$ cat src/hw/rtl/ftmaq_pkg.sv
// ----------------------------------------------------------------------------
// ftmaq_pkg
// types, constants and helpers of the frame timing monitor
// ----------------------------------------------------------------------------
package ftmaq_pkg;

    localparam int TIME_BITS   = 24;
    localparam int MEAN_BITS   = TIME_BITS - 1;
    localparam int NUM_CH      = 5;
    localparam int IDX_W       = $clog2(NUM_CH);
    localparam int WEIGHT_W    = 16;
    localparam int Q15_W       = 16;
    localparam int PRIM_W      = 31;
    localparam int FPS_W       = 26;
    localparam int SHARE_STEPS = 15;
    localparam int STEP_W      = $clog2(FPS_W + 1);
    localparam int PROD_W      = TIME_BITS + WEIGHT_W + 1;
    localparam int CFG_IDX_W   = 3;
    localparam int CFG_DATA_W  = MEAN_BITS;

    localparam logic [Q15_W-1:0]  ONE_Q15 = Q15_W'(32768);
    localparam logic [FPS_W-1:0]  FPS_NUM = FPS_W'(65536000);

    // channel order of the averages
    localparam logic [IDX_W-1:0] CH_FRAME    = IDX_W'(0);
    localparam logic [IDX_W-1:0] CH_ANALYSIS = IDX_W'(1);
    localparam logic [IDX_W-1:0] CH_GEOMETRY = IDX_W'(2);
    localparam logic [IDX_W-1:0] CH_RENDER   = IDX_W'(3);
    localparam logic [IDX_W-1:0] CH_RECORD   = IDX_W'(4);

    typedef enum logic [CFG_IDX_W-1:0] {
        CFG_WEIGHT,
        CFG_SLOW,
        CFG_FAST,
        CFG_FLOOR,
        CFG_STEP_DOWN,
        CFG_STEP_UP,
        CFG_ACTIVE
    } t_cfg_idx;

    typedef logic [NUM_CH-1:0][MEAN_BITS-1:0] t_mean_vec;

    typedef struct packed {
        logic signed [TIME_BITS-1:0] frame_time;
        logic signed [TIME_BITS-1:0] analysis_time;
        logic signed [TIME_BITS-1:0] geometry_time;
        logic signed [TIME_BITS-1:0] render_time;
        logic signed [TIME_BITS-1:0] record_time;
        logic [PRIM_W-1:0]           primitive_total;
        logic                        adaptive_enable;
        logic [Q15_W-1:0]            requested_quality;
    } t_in_item;

    typedef struct packed {
        logic [MEAN_BITS-1:0] last_frame;
        logic [MEAN_BITS-1:0] avg_frame;
        logic [MEAN_BITS-1:0] avg_analysis;
        logic [MEAN_BITS-1:0] avg_geometry;
        logic [MEAN_BITS-1:0] avg_render;
        logic [MEAN_BITS-1:0] avg_record;
        logic [TIME_BITS-1:0] avg_core;
        logic [FPS_W-1:0]     frames_per_second;
        logic [Q15_W-1:0]     render_share;
        logic [Q15_W-1:0]     quality_scale;
        logic                 adaptive_active;
        logic [PRIM_W-1:0]    primitives;
    } t_out_item;

    typedef struct packed {
        logic             mul;
        logic             add;
        logic             primed;
        logic [IDX_W-1:0] idx;
    } t_ema_ctl;

    typedef struct packed {
        logic              start;
        logic [STEP_W-1:0] steps;
    } t_div_cmd;

    function automatic logic [MEAN_BITS-1:0] clamp_time(input logic [TIME_BITS-1:0] raw);
        logic [MEAN_BITS-1:0] v;
        v = raw[TIME_BITS-1] ? '0 : raw[MEAN_BITS-1:0];
        return v;
    endfunction

endpackage

$ cat src/hw/rtl/frame_timing_monitor_adaptive_quality.sv
// ----------------------------------------------------------------------------
// frame_timing_monitor_adaptive_quality
// smooths per-frame phase times, derives frame rate and render share, and
// steers a quality scale
// ----------------------------------------------------------------------------
//  channel  | direction | handshake              | payload
//  in       | input     | i_in_valid / o_in_stall  | t_in_item
//  out      | output    | o_out_valid / i_out_stall | t_out_item
//  cfg      | input     | i_cfg_valid / o_cfg_ready | i_cfg_index, i_cfg_data
//
// a frame report passes from acceptance to result through the averages
// (one shared 25x17 multiplier, multiply then accumulate per time), the
// frame rate and the render share on the serial divider, and the quality
// scale; zero average frame time skips both divisions, render not below frame one
// synchronous active-low reset restores the register defaults, no clearing pass
// input stalls until idle again; a stalled result holds only a finished report
// ----------------------------------------------------------------------------
module frame_timing_monitor_adaptive_quality import ftmaq_pkg::*; (
    input  logic                  i_clk,
    input  logic                  i_rst_n,
    input  logic                  i_in_valid,
    output logic                  o_in_stall,
    input  t_in_item              i_in_data,
    output logic                  o_out_valid,
    input  logic                  i_out_stall,
    output t_out_item             o_out_data,
    input  logic                  i_cfg_valid,
    output logic                  o_cfg_ready,
    input  logic [CFG_IDX_W-1:0]  i_cfg_index,
    input  logic [CFG_DATA_W-1:0] i_cfg_data
);

    typedef enum logic [3:0] {
        S_IDLE,
        S_MUL,
        S_ADD,
        S_FPS_GO,
        S_FPS_WAIT,
        S_SHR_GO,
        S_SHR_WAIT,
        S_QUAL,
        S_DONE
    } t_state;

    t_state                          r_state;
    logic [IDX_W-1:0]                r_idx;
    logic                            r_primed;
    logic [NUM_CH-1:0][MEAN_BITS-1:0] r_samp;
    logic [PRIM_W-1:0]               r_prims;
    logic                            r_adapt;
    logic [Q15_W-1:0]                r_req;
    logic [Q15_W-1:0]                r_scale;
    logic [FPS_W-1:0]                r_fps;
    logic [Q15_W-1:0]                r_share;
    logic                            r_out_valid;
    t_out_item                       r_out;

    logic [WEIGHT_W-1:0]  r_cfg_weight;
    logic [MEAN_BITS-1:0] r_cfg_slow;
    logic [MEAN_BITS-1:0] r_cfg_fast;
    logic [Q15_W-1:0]     r_cfg_floor;
    logic [Q15_W-1:0]     r_cfg_step_down;
    logic [Q15_W-1:0]     r_cfg_step_up;
    logic [Q15_W-1:0]     r_cfg_active;

    t_ema_ctl             v_ema_ctl;
    t_div_cmd             v_div_cmd;
    t_mean_vec            v_means;
    logic [MEAN_BITS-1:0] v_div_rem0;
    logic [FPS_W-1:0]     v_div_num;
    logic                 v_div_done;
    logic [FPS_W-1:0]     v_div_quot;
    logic [MEAN_BITS-1:0] v_frame;
    logic [MEAN_BITS-1:0] v_render;
    logic [Q15_W-1:0]     v_floor;
    logic signed [Q15_W+1:0] v_s;
    logic                 v_in_acc;
    logic                 v_out_free;

    assign v_frame    = v_means[CH_FRAME];
    assign v_render   = v_means[CH_RENDER];
    assign v_in_acc   = i_in_valid && !o_in_stall;
    assign v_out_free = !r_out_valid || !i_out_stall;

    // control to the shared units
    always_comb begin
        v_ema_ctl.mul    = (r_state == S_MUL);
        v_ema_ctl.add    = (r_state == S_ADD);
        v_ema_ctl.primed = r_primed;
        v_ema_ctl.idx    = r_idx;
        v_div_cmd.start  = 1'b0;
        v_div_cmd.steps  = STEP_W'(FPS_W);
        v_div_rem0       = '0;
        v_div_num        = FPS_NUM;
        if (r_state == S_FPS_GO) begin
            v_div_cmd.start = (v_frame != '0);
        end
        if (r_state == S_SHR_GO) begin
            v_div_cmd.start = 1'b1;
            v_div_cmd.steps = STEP_W'(SHARE_STEPS);
            v_div_rem0      = v_render;
            v_div_num       = '0;
        end
    end

    ftmaq_ema u_ema (
        .i_clk    (i_clk),
        .i_rst_n  (i_rst_n),
        .i_ctl    (v_ema_ctl),
        .i_sample (r_samp[r_idx]),
        .i_weight (r_cfg_weight),
        .o_means  (v_means)
    );

    ftmaq_div u_div (
        .i_clk      (i_clk),
        .i_rst_n    (i_rst_n),
        .i_cmd      (v_div_cmd),
        .i_rem0     (v_div_rem0),
        .i_dividend (v_div_num),
        .i_divisor  (v_frame),
        .o_done     (v_div_done),
        .o_quot     (v_div_quot)
    );

    // quality scale update
    always_comb begin
        v_floor = (r_cfg_floor > ONE_Q15) ? ONE_Q15 : r_cfg_floor;
        v_s     = $signed({2'b00, r_scale});
        if (r_adapt) begin
            if (v_frame > r_cfg_slow) begin
                v_s = $signed({2'b00, r_scale}) - $signed({2'b00, r_cfg_step_down});
                if (v_s < $signed({2'b00, v_floor})) begin
                    v_s = $signed({2'b00, v_floor});
                end
            end else if (v_frame < r_cfg_fast) begin
                v_s = $signed({2'b00, r_scale}) + $signed({2'b00, r_cfg_step_up});
                if (v_s > $signed({2'b00, ONE_Q15})) begin
                    v_s = $signed({2'b00, ONE_Q15});
                end
            end
        end else begin
            v_s = $signed({2'b00, r_req});
            if (v_s < $signed({2'b00, v_floor})) begin
                v_s = $signed({2'b00, v_floor});
            end
            if (v_s > $signed({2'b00, ONE_Q15})) begin
                v_s = $signed({2'b00, ONE_Q15});
            end
        end
    end

    // configuration registers
    always_ff @(posedge i_clk) begin
        if (!i_rst_n) begin
            r_cfg_weight    <= WEIGHT_W'(6554);
            r_cfg_slow      <= MEAN_BITS'(5344);
            r_cfg_fast      <= MEAN_BITS'(3078);
            r_cfg_floor     <= Q15_W'(14746);
            r_cfg_step_down <= Q15_W'(1147);
            r_cfg_step_up   <= Q15_W'(655);
            r_cfg_active    <= Q15_W'(32604);
        end else if (i_cfg_valid && o_cfg_ready) begin
            unique case (t_cfg_idx'(i_cfg_index))
                CFG_WEIGHT:    r_cfg_weight    <= i_cfg_data[WEIGHT_W-1:0];
                CFG_SLOW:      r_cfg_slow      <= i_cfg_data[MEAN_BITS-1:0];
                CFG_FAST:      r_cfg_fast      <= i_cfg_data[MEAN_BITS-1:0];
                CFG_FLOOR:     r_cfg_floor     <= i_cfg_data[Q15_W-1:0];
                CFG_STEP_DOWN: r_cfg_step_down <= i_cfg_data[Q15_W-1:0];
                CFG_STEP_UP:   r_cfg_step_up   <= i_cfg_data[Q15_W-1:0];
                CFG_ACTIVE:    r_cfg_active    <= i_cfg_data[Q15_W-1:0];
                default: ;
            endcase
        end
    end

    // transaction payload capture
    always_ff @(posedge i_clk) begin
        if (v_in_acc) begin
            r_samp[CH_FRAME]    <= clamp_time(i_in_data.frame_time);
            r_samp[CH_ANALYSIS] <= clamp_time(i_in_data.analysis_time);
            r_samp[CH_GEOMETRY] <= clamp_time(i_in_data.geometry_time);
            r_samp[CH_RENDER]   <= clamp_time(i_in_data.render_time);
            r_samp[CH_RECORD]   <= clamp_time(i_in_data.record_time);
            r_prims             <= i_in_data.primitive_total;
            r_adapt             <= i_in_data.adaptive_enable;
            r_req               <= i_in_data.requested_quality;
        end
    end

    // sequencer and result register
    always_ff @(posedge i_clk) begin
        if (!i_rst_n) begin
            r_state     <= S_IDLE;
            r_idx       <= '0;
            r_primed    <= 1'b0;
            r_scale     <= ONE_Q15;
            r_out_valid <= 1'b0;
        end else begin
            if (r_out_valid && !i_out_stall && (r_state != S_DONE)) begin
                r_out_valid <= 1'b0;
            end
            unique case (r_state)
                S_IDLE: begin
                    if (i_in_valid) begin
                        r_idx   <= '0;
                        r_state <= S_MUL;
                    end
                end
                S_MUL: begin
                    r_state <= S_ADD;
                end
                S_ADD: begin
                    if (r_idx == CH_RECORD) begin
                        r_primed <= 1'b1;
                        r_state  <= S_FPS_GO;
                    end else begin
                        r_idx   <= r_idx + IDX_W'(1);
                        r_state <= S_MUL;
                    end
                end
                S_FPS_GO: begin
                    if (v_frame == '0) begin
                        r_fps   <= '0;
                        r_share <= '0;
                        r_state <= S_QUAL;
                    end else begin
                        r_state <= S_FPS_WAIT;
                    end
                end
                S_FPS_WAIT: begin
                    if (v_div_done) begin
                        r_fps <= v_div_quot;
                        if (v_render >= v_frame) begin
                            r_share <= ONE_Q15;
                            r_state <= S_QUAL;
                        end else begin
                            r_state <= S_SHR_GO;
                        end
                    end
                end
                S_SHR_GO: begin
                    r_state <= S_SHR_WAIT;
                end
                S_SHR_WAIT: begin
                    if (v_div_done) begin
                        r_share <= v_div_quot[Q15_W-1:0];
                        r_state <= S_QUAL;
                    end
                end
                S_QUAL: begin
                    r_scale <= v_s[Q15_W-1:0];
                    r_state <= S_DONE;
                end
                S_DONE: begin
                    if (v_out_free) begin
                        r_out.last_frame        <= r_samp[CH_FRAME];
                        r_out.avg_frame         <= v_means[CH_FRAME];
                        r_out.avg_analysis      <= v_means[CH_ANALYSIS];
                        r_out.avg_geometry      <= v_means[CH_GEOMETRY];
                        r_out.avg_render        <= v_means[CH_RENDER];
                        r_out.avg_record        <= v_means[CH_RECORD];
                        r_out.avg_core          <= TIME_BITS'(v_means[CH_ANALYSIS])
                                                 + TIME_BITS'(v_means[CH_GEOMETRY]);
                        r_out.frames_per_second <= r_fps;
                        r_out.render_share      <= r_share;
                        r_out.quality_scale     <= r_scale;
                        r_out.adaptive_active   <= r_adapt && (r_scale < r_cfg_active);
                        r_out.primitives        <= r_prims;
                        r_out_valid             <= 1'b1;
                        r_state                 <= S_IDLE;
                    end
                end
                default: begin
                    r_state <= S_IDLE;
                end
            endcase
        end
    end

    assign o_in_stall  = (r_state != S_IDLE);
    assign o_out_valid = r_out_valid;
    assign o_out_data  = r_out;
    assign o_cfg_ready = 1'b1;

endmodule

$ cat src/hw/rtl/ftmaq_ema.sv
// ----------------------------------------------------------------------------
// ftmaq_ema
// shared multiply-accumulate unit holding the five running averages
// ----------------------------------------------------------------------------
module ftmaq_ema import ftmaq_pkg::*; (
    input  logic                 i_clk,
    input  logic                 i_rst_n,
    input  t_ema_ctl             i_ctl,
    input  logic [MEAN_BITS-1:0] i_sample,
    input  logic [WEIGHT_W-1:0]  i_weight,
    output t_mean_vec            o_means
);

    t_mean_vec                 r_mean;
    logic signed [PROD_W-1:0]  r_prod;
    logic signed [TIME_BITS:0] v_diff;
    logic signed [PROD_W-1:0]  v_round;
    logic signed [PROD_W-1:0]  v_delta;
    logic [PROD_W-1:0]         v_sum;

    always_comb begin
        v_diff  = $signed({2'b00, i_sample}) - $signed({2'b00, r_mean[i_ctl.idx]});
        v_round = r_prod + $signed(PROD_W'(32768));
        v_delta = v_round >>> WEIGHT_W;
        v_sum   = PROD_W'(v_delta) + PROD_W'(r_mean[i_ctl.idx]);
    end

    always_ff @(posedge i_clk) begin
        if (i_ctl.mul) begin
            r_prod <= PROD_W'(v_diff * $signed({1'b0, i_weight}));
        end
    end

    always_ff @(posedge i_clk) begin
        if (!i_rst_n) begin
            r_mean <= '0;
        end else if (i_ctl.add) begin
            if (i_ctl.primed) begin
                r_mean[i_ctl.idx] <= v_sum[MEAN_BITS-1:0];
            end else begin
                r_mean[i_ctl.idx] <= i_sample;
            end
        end
    end

    assign o_means = r_mean;

endmodule

$ cat src/hw/rtl/ftmaq_div.sv
// ----------------------------------------------------------------------------
// ftmaq_div
// restoring serial divider, one quotient bit per cycle
// ----------------------------------------------------------------------------
module ftmaq_div import ftmaq_pkg::*; (
    input  logic                 i_clk,
    input  logic                 i_rst_n,
    input  t_div_cmd             i_cmd,
    input  logic [MEAN_BITS-1:0] i_rem0,
    input  logic [FPS_W-1:0]     i_dividend,
    input  logic [MEAN_BITS-1:0] i_divisor,
    output logic                 o_done,
    output logic [FPS_W-1:0]     o_quot
);

    logic                 r_busy;
    logic                 r_done;
    logic [STEP_W-1:0]    r_cnt;
    logic [MEAN_BITS-1:0] r_rem;
    logic [FPS_W-1:0]     r_num;
    logic [FPS_W-1:0]     r_quot;
    logic [MEAN_BITS:0]   v_trial;
    logic [MEAN_BITS:0]   v_diff;
    logic                 v_ge;

    always_comb begin
        v_trial = {r_rem, r_num[FPS_W-1]};
        v_ge    = v_trial >= {1'b0, i_divisor};
        v_diff  = v_trial - {1'b0, i_divisor};
    end

    always_ff @(posedge i_clk) begin
        if (!i_rst_n) begin
            r_busy <= 1'b0;
            r_done <= 1'b0;
            r_cnt  <= '0;
        end else begin
            r_done <= 1'b0;
            if (i_cmd.start) begin
                r_busy <= 1'b1;
                r_cnt  <= i_cmd.steps;
            end else if (r_busy) begin
                r_cnt <= r_cnt - STEP_W'(1);
                if (r_cnt == STEP_W'(1)) begin
                    r_busy <= 1'b0;
                    r_done <= 1'b1;
                end
            end
        end
    end

    always_ff @(posedge i_clk) begin
        if (i_cmd.start) begin
            r_rem  <= i_rem0;
            r_num  <= i_dividend;
            r_quot <= '0;
        end else if (r_busy) begin
            r_num  <= {r_num[FPS_W-2:0], 1'b0};
            r_quot <= {r_quot[FPS_W-2:0], v_ge};
            r_rem  <= v_ge ? v_diff[MEAN_BITS-1:0] : v_trial[MEAN_BITS-1:0];
        end
    end

    assign o_done = r_done;
    assign o_quot = r_quot;

endmodule

$ cat config.mk
export PLATFORM = sky130hd
export DESIGN_NAME = frame_timing_monitor_adaptive_quality
export DESIGN_NICKNAME = d
export VERILOG_FILES = /design/src/hw/rtl/ftmaq_pkg.sv /design/src/hw/rtl/frame_timing_monitor_adaptive_quality.sv /design/src/hw/rtl/ftmaq_ema.sv /design/src/hw/rtl/ftmaq_div.sv
export SDC_FILE = /design/constraint.sdc
export NUM_CORES = 2
export LEC_CHECK = 0
export ABC_AREA = 1
export BUFFER_PORTS_ARGS = -buffer_cell sky130_fd_sc_hd__buf_2
export CELL_PAD_IN_SITES_DETAIL_PLACEMENT = 0
export CELL_PAD_IN_SITES_GLOBAL_PLACEMENT = 1
export CORE_MARGIN = 2
export CORE_UTILIZATION = 45
export DETAILED_ROUTE_END_ITERATION = 16
export PLACE_DENSITY_LB_ADDON = 0.25
export RECOVER_POWER = 50
export SLEW_MARGIN = 30
export SYNTH_ARGS = -nofsm -noshare
export SYNTH_HDL_FRONTEND = slang
export SYNTH_SLANG_ARGS = --single-unit
$ cat constraint.sdc
create_clock -name i_clk -period 17.3 [get_ports i_clk]
set_clock_uncertainty 0.1 [all_clocks]
set_input_delay 2.595 -clock i_clk [delete_from_list [all_inputs] [get_ports i_clk]]
set_output_delay 2.595 -clock i_clk [all_outputs]
set_load 0.02 [all_outputs]
==> Implementation_results.wiki <==
{| class="wikitable"
! Metric !! Value
|-
| Result of the run || finished with violations
|-
| Violated checks || max-capacitance violations, max-slew violations
|-
| Setup tns final || 0 ns
|-
| Maximum clock rate || 92.5 MHz
|-
| Final max-slew violation count || 437
|-
| Max-cap check violation count || 9
|-
| Die Area || 119,000 sq um
|-
| Post-Synthesis Cell Area || 52,400 sq um
|-
| Cell at the root of the clock tree || sky130_fd_sc_hd__clkbuf_16
|-
| Synthesized area divided by synthesized cell count || 8.98 sq um
|-
| Worst path most repeated cell || sky130_fd_sc_hd__fa_1
|-
| Critical-path top delay cell || sky130_fd_sc_hd__fa_1
|-
| Post-DP HPWL || 132,000 um
|-
| Sort of element at the end of the critical path || flop
|-
| Cts-stage hold buffer count || 0
|-
| DIE HEIGHT || 345 um
|-
| Average routed wire per standard cell || 21.8 um
|-
| RePlAce Congestion || 0.975
|-
| Hold WC Path Type || reg2reg
|-
| Layout cell share with drive strength beyond 1 || 0.112
|-
| Nets || 7,146
|-
| Signal arrival time at the worst endpoint || 11.14 ns
|-
| Setup fix buffers added after clock tree synthesis || 0
|-
| Most used DFF post-synth || sky130_fd_sc_hd__edfxtp_1
|-
| Max incr delay on CP || 0.58 ns
|-
| Antenna violations before repair || 3
|-
| Largest fanout on the critical path || 28
|-
| TritonCTS clock tree || done
|-
| Via count || 42,000
|-
| Async set-reset flop share out of synthesis || 0
|-
| Leading cell type in the layout, fill and taps excluded || sky130_fd_sc_hd__inv_1
|-
| Total routed wirelength || 171,000 um
|-
| Largest net degree at the start of global routing || 100
|-
| Via count of the first global-routing pass || 40,600
|-
| Count of port buffers added during placement || 452
|-
| Number of vias per cell || 5.35
|-
| Net count of the mapped netlist || 6,737
|-
| Proportion of synthesized chip area in sequential cells || 0.407
|-
| IO Pins || 454
|-
| Final cycle utilization of the critical path || 0.625
|-
| Insertion delay to the later sink of the worst-skew pair || 0.69 ns
|-
| Register clock-pin slew on the reported worst setup and hold paths || 0.06 ns
|-
| Post-synthesis cell type count || 58
|-
| Post-layout minimum cycle time || 10.81 ns
|-
| Top library cells by usage in the layout, fill and taps aside || sky130_fd_sc_hd__inv_1, sky130_fd_sc_hd__nand2_1, sky130_fd_sc_hd__nor2_1, sky130_fd_sc_hd__edfxtp_1, sky130_fd_sc_hd__buf_2
|-
| Data required, critical path || 17.63 ns
|-
| Kind of cell with the highest combined delay on the critical path || adder cells
|-
| WS Path Type || reg2reg
|-
| Global-route wire length before repair || 254,000 um
|-
| Buffer depth of the longest clock path || 3
|-
| Placeable core region || 116,000 sq um
|-
| Drc violations || 0
|-
| Number of clock buffers inserted by TritonCTS || 87
|-
| Number of optimization iterations in the first detailed-route pass || 6
|-
| Overflow after GRT || 0
|-
| Count of clock tree sinks || 810
|-
| Critical Path Start Type || flop
|-
| Relative slew slack || -1.68
|-
| Number of levels the H-tree was split into || 3
|-
| Area added between synthesis and finish || 13.1%
|-
| Number of buffer and inverter instances along the worst setup path || 7
|-
| Number of DRC markers in iteration 0 || 3,735
|-
| Effective utilization at floorplan || 0.452
|-
| Post-CTS sizing || 0
|-
| Number of synthesized flops with an enable pin || 511
|-
| Global-route usage over all layers || 0.282
|-
| Cell row count || 125
|-
| Final Hold Viols || 0
|-
| Total of warnings raised by yosys || 0
|-
| Die width || 345 um
|-
| Final setup vio count || 0
|-
| Setup repair after global routing missed its margin || false
|-
| Remaining number of nets flagged by the antenna check after routing || 0
|-
| Least-Margin Pin Slew || 4.02 ns
|-
| Cell count after synthesis || 5,834
|-
| Post-synthesis sequential element count || 810
|}
-- sequential cells by signal (all words and copies together) (netlist names), 23 cells and up --
register	flops
u_ema.o_means	115
r_cfg_slow	23
r_cfg_fast	23
r_prims	31
u_div.r_rem	23
u_ema.r_prod	24
o_out_data	252
r_samp	115
r_fps	26
u_div.o_quot	26
-- worst reg2reg max path: cells and delay by family, from the launching register on --
family | cells | cell delay [ns]
buf+inv | 7 | 1.00
compound gates | 14 | 3.16
simple gates | 10 | 2.04
fa+ha+maj | 8 | 3.80
xor+xnor | 1 | 0.14
flops | 1 | 0.34
-- metal layers --
metal,GRT usage,vias to the layer above,routed length (um)
met5,0,-,0
met4,0.0931,0,5640
met3,0.0400,280,11900
met2,0.467,1580,80900
met1,0.382,20400,72900
li1,-,19700,-
-- cell usage after synthesis (3+ instances only) --
master                         n  area share
sky130_fd_sc_hd__inv_1      1079       0.077
sky130_fd_sc_hd__nand2_1     964       0.069
sky130_fd_sc_hd__nor2_1      620       0.044
sky130_fd_sc_hd__edfxtp_1    511        0.29
sky130_fd_sc_hd__a21oi_1     415       0.040
sky130_fd_sc_hd__fa_1        369        0.14
sky130_fd_sc_hd__ha_1        335       0.080
sky130_fd_sc_hd__dfxtp_1     299        0.11
sky130_fd_sc_hd__o21ai_0     238       0.023
sky130_fd_sc_hd__nand3_1     226       0.022
sky130_fd_sc_hd__clkbuf_1    159       0.011
sky130_fd_sc_hd__xor2_1       77       0.013
sky130_fd_sc_hd__o211ai_1     62      0.0089
sky130_fd_sc_hd__xnor2_1      48      0.0080
sky130_fd_sc_hd__nand4_1      39      0.0047
sky130_fd_sc_hd__or2_2        36      0.0043
sky130_fd_sc_hd__a221oi_1     32      0.0053
sky130_fd_sc_hd__o22ai_1      32      0.0038
sky130_fd_sc_hd__nor3_1       31      0.0030
sky130_fd_sc_hd__nor4_1       26      0.0031
sky130_fd_sc_hd__a211oi_1     19      0.0027
sky130_fd_sc_hd__nand3b_1     19      0.0027
sky130_fd_sc_hd__a21o_1       18      0.0026
sky130_fd_sc_hd__a31oi_1      16      0.0019
sky130_fd_sc_hd__clkinv_1     12     0.00086
sky130_fd_sc_hd__nand2_2      12      0.0014
sky130_fd_sc_hd__o221ai_1     12      0.0020
sky130_fd_sc_hd__buf_2        11      0.0011
sky130_fd_sc_hd__inv_2        11     0.00079
sky130_fd_sc_hd__o21bai_1     11      0.0016
sky130_fd_sc_hd__a32o_1        9      0.0017
sky130_fd_sc_hd__buf_1         9     0.00064
sky130_fd_sc_hd__o21ai_1       9     0.00086
sky130_fd_sc_hd__a22o_1        8      0.0013
sky130_fd_sc_hd__a22oi_1       8      0.0011
sky130_fd_sc_hd__o21a_1        6     0.00086
sky130_fd_sc_hd__a221o_1       5     0.00096
sky130_fd_sc_hd__a2111oi_0     4     0.00067
sky130_fd_sc_hd__buf_6         4     0.00086
sky130_fd_sc_hd__o31ai_1       4     0.00057
sky130_fd_sc_hd__a31o_2        3     0.00050
sky130_fd_sc_hd__and3_1        3     0.00036
sky130_fd_sc_hd__buf_4         3     0.00043
-- kinds of logic after synthesis --
group,share of synthesized area
adder cells (fa/ha/maj),0.221
AND/OR/NAND/NOR,0.156
XOR/XNOR,0.0209
AO/OA/AOI/OAI,0.102
buffers and inverters,0.0933
other,0.0000716
flip-flops,0.407
-- worst paths after layout --
path / start / endpoint / slack, ns / depth (start not counted)
max reg2reg: r_idx[2] / u_ema.r_prod[35] / 6.49 / 40
min reg2reg: r_fps[15] / o_out_data[79] / 0.31 / 0
min: r_fps[15] / o_out_data[79] / 0.31 / 0
max: r_idx[2] / u_ema.r_prod[35] / 6.49 / 40
-- through the flow --
step / cells / hold WS, ns / setup WS (ns) / utilization / instance area [sq um]
2_1_floorplan: 5834 / 0.300 / 2.78 / - / 52400
3_3_place_gp: 7676 / 0.300 / 7.00 / 0.486 / 56300
3_5_place_dp: 7678 / 0.305 / 6.78 / 0.486 / 56300
4_1_cts: 7841 / 0.317 / 6.75 / 0.512 / 59300
5_1_grt: 7843 / 0.321 / 6.03 / 0.511 / 59300
6_report: 7846 / 0.314 / 6.49 / 0.511 / 59300
-- layout make-up --
type                    instances  area (sq um)
well taps                    1524          1910
clock buffers                 109          2340
fillers                     11000         56600
clock inverters                54           639
repair buffers                506          2620
multi-input cells            3736         26300
flip-flops and latches        810         21300
diodes                          5          12.5
inverters                    1102          4140
Power is not shown: default switching activity piles up to over one toggle a cycle in this logic, so the estimate is an artifact.
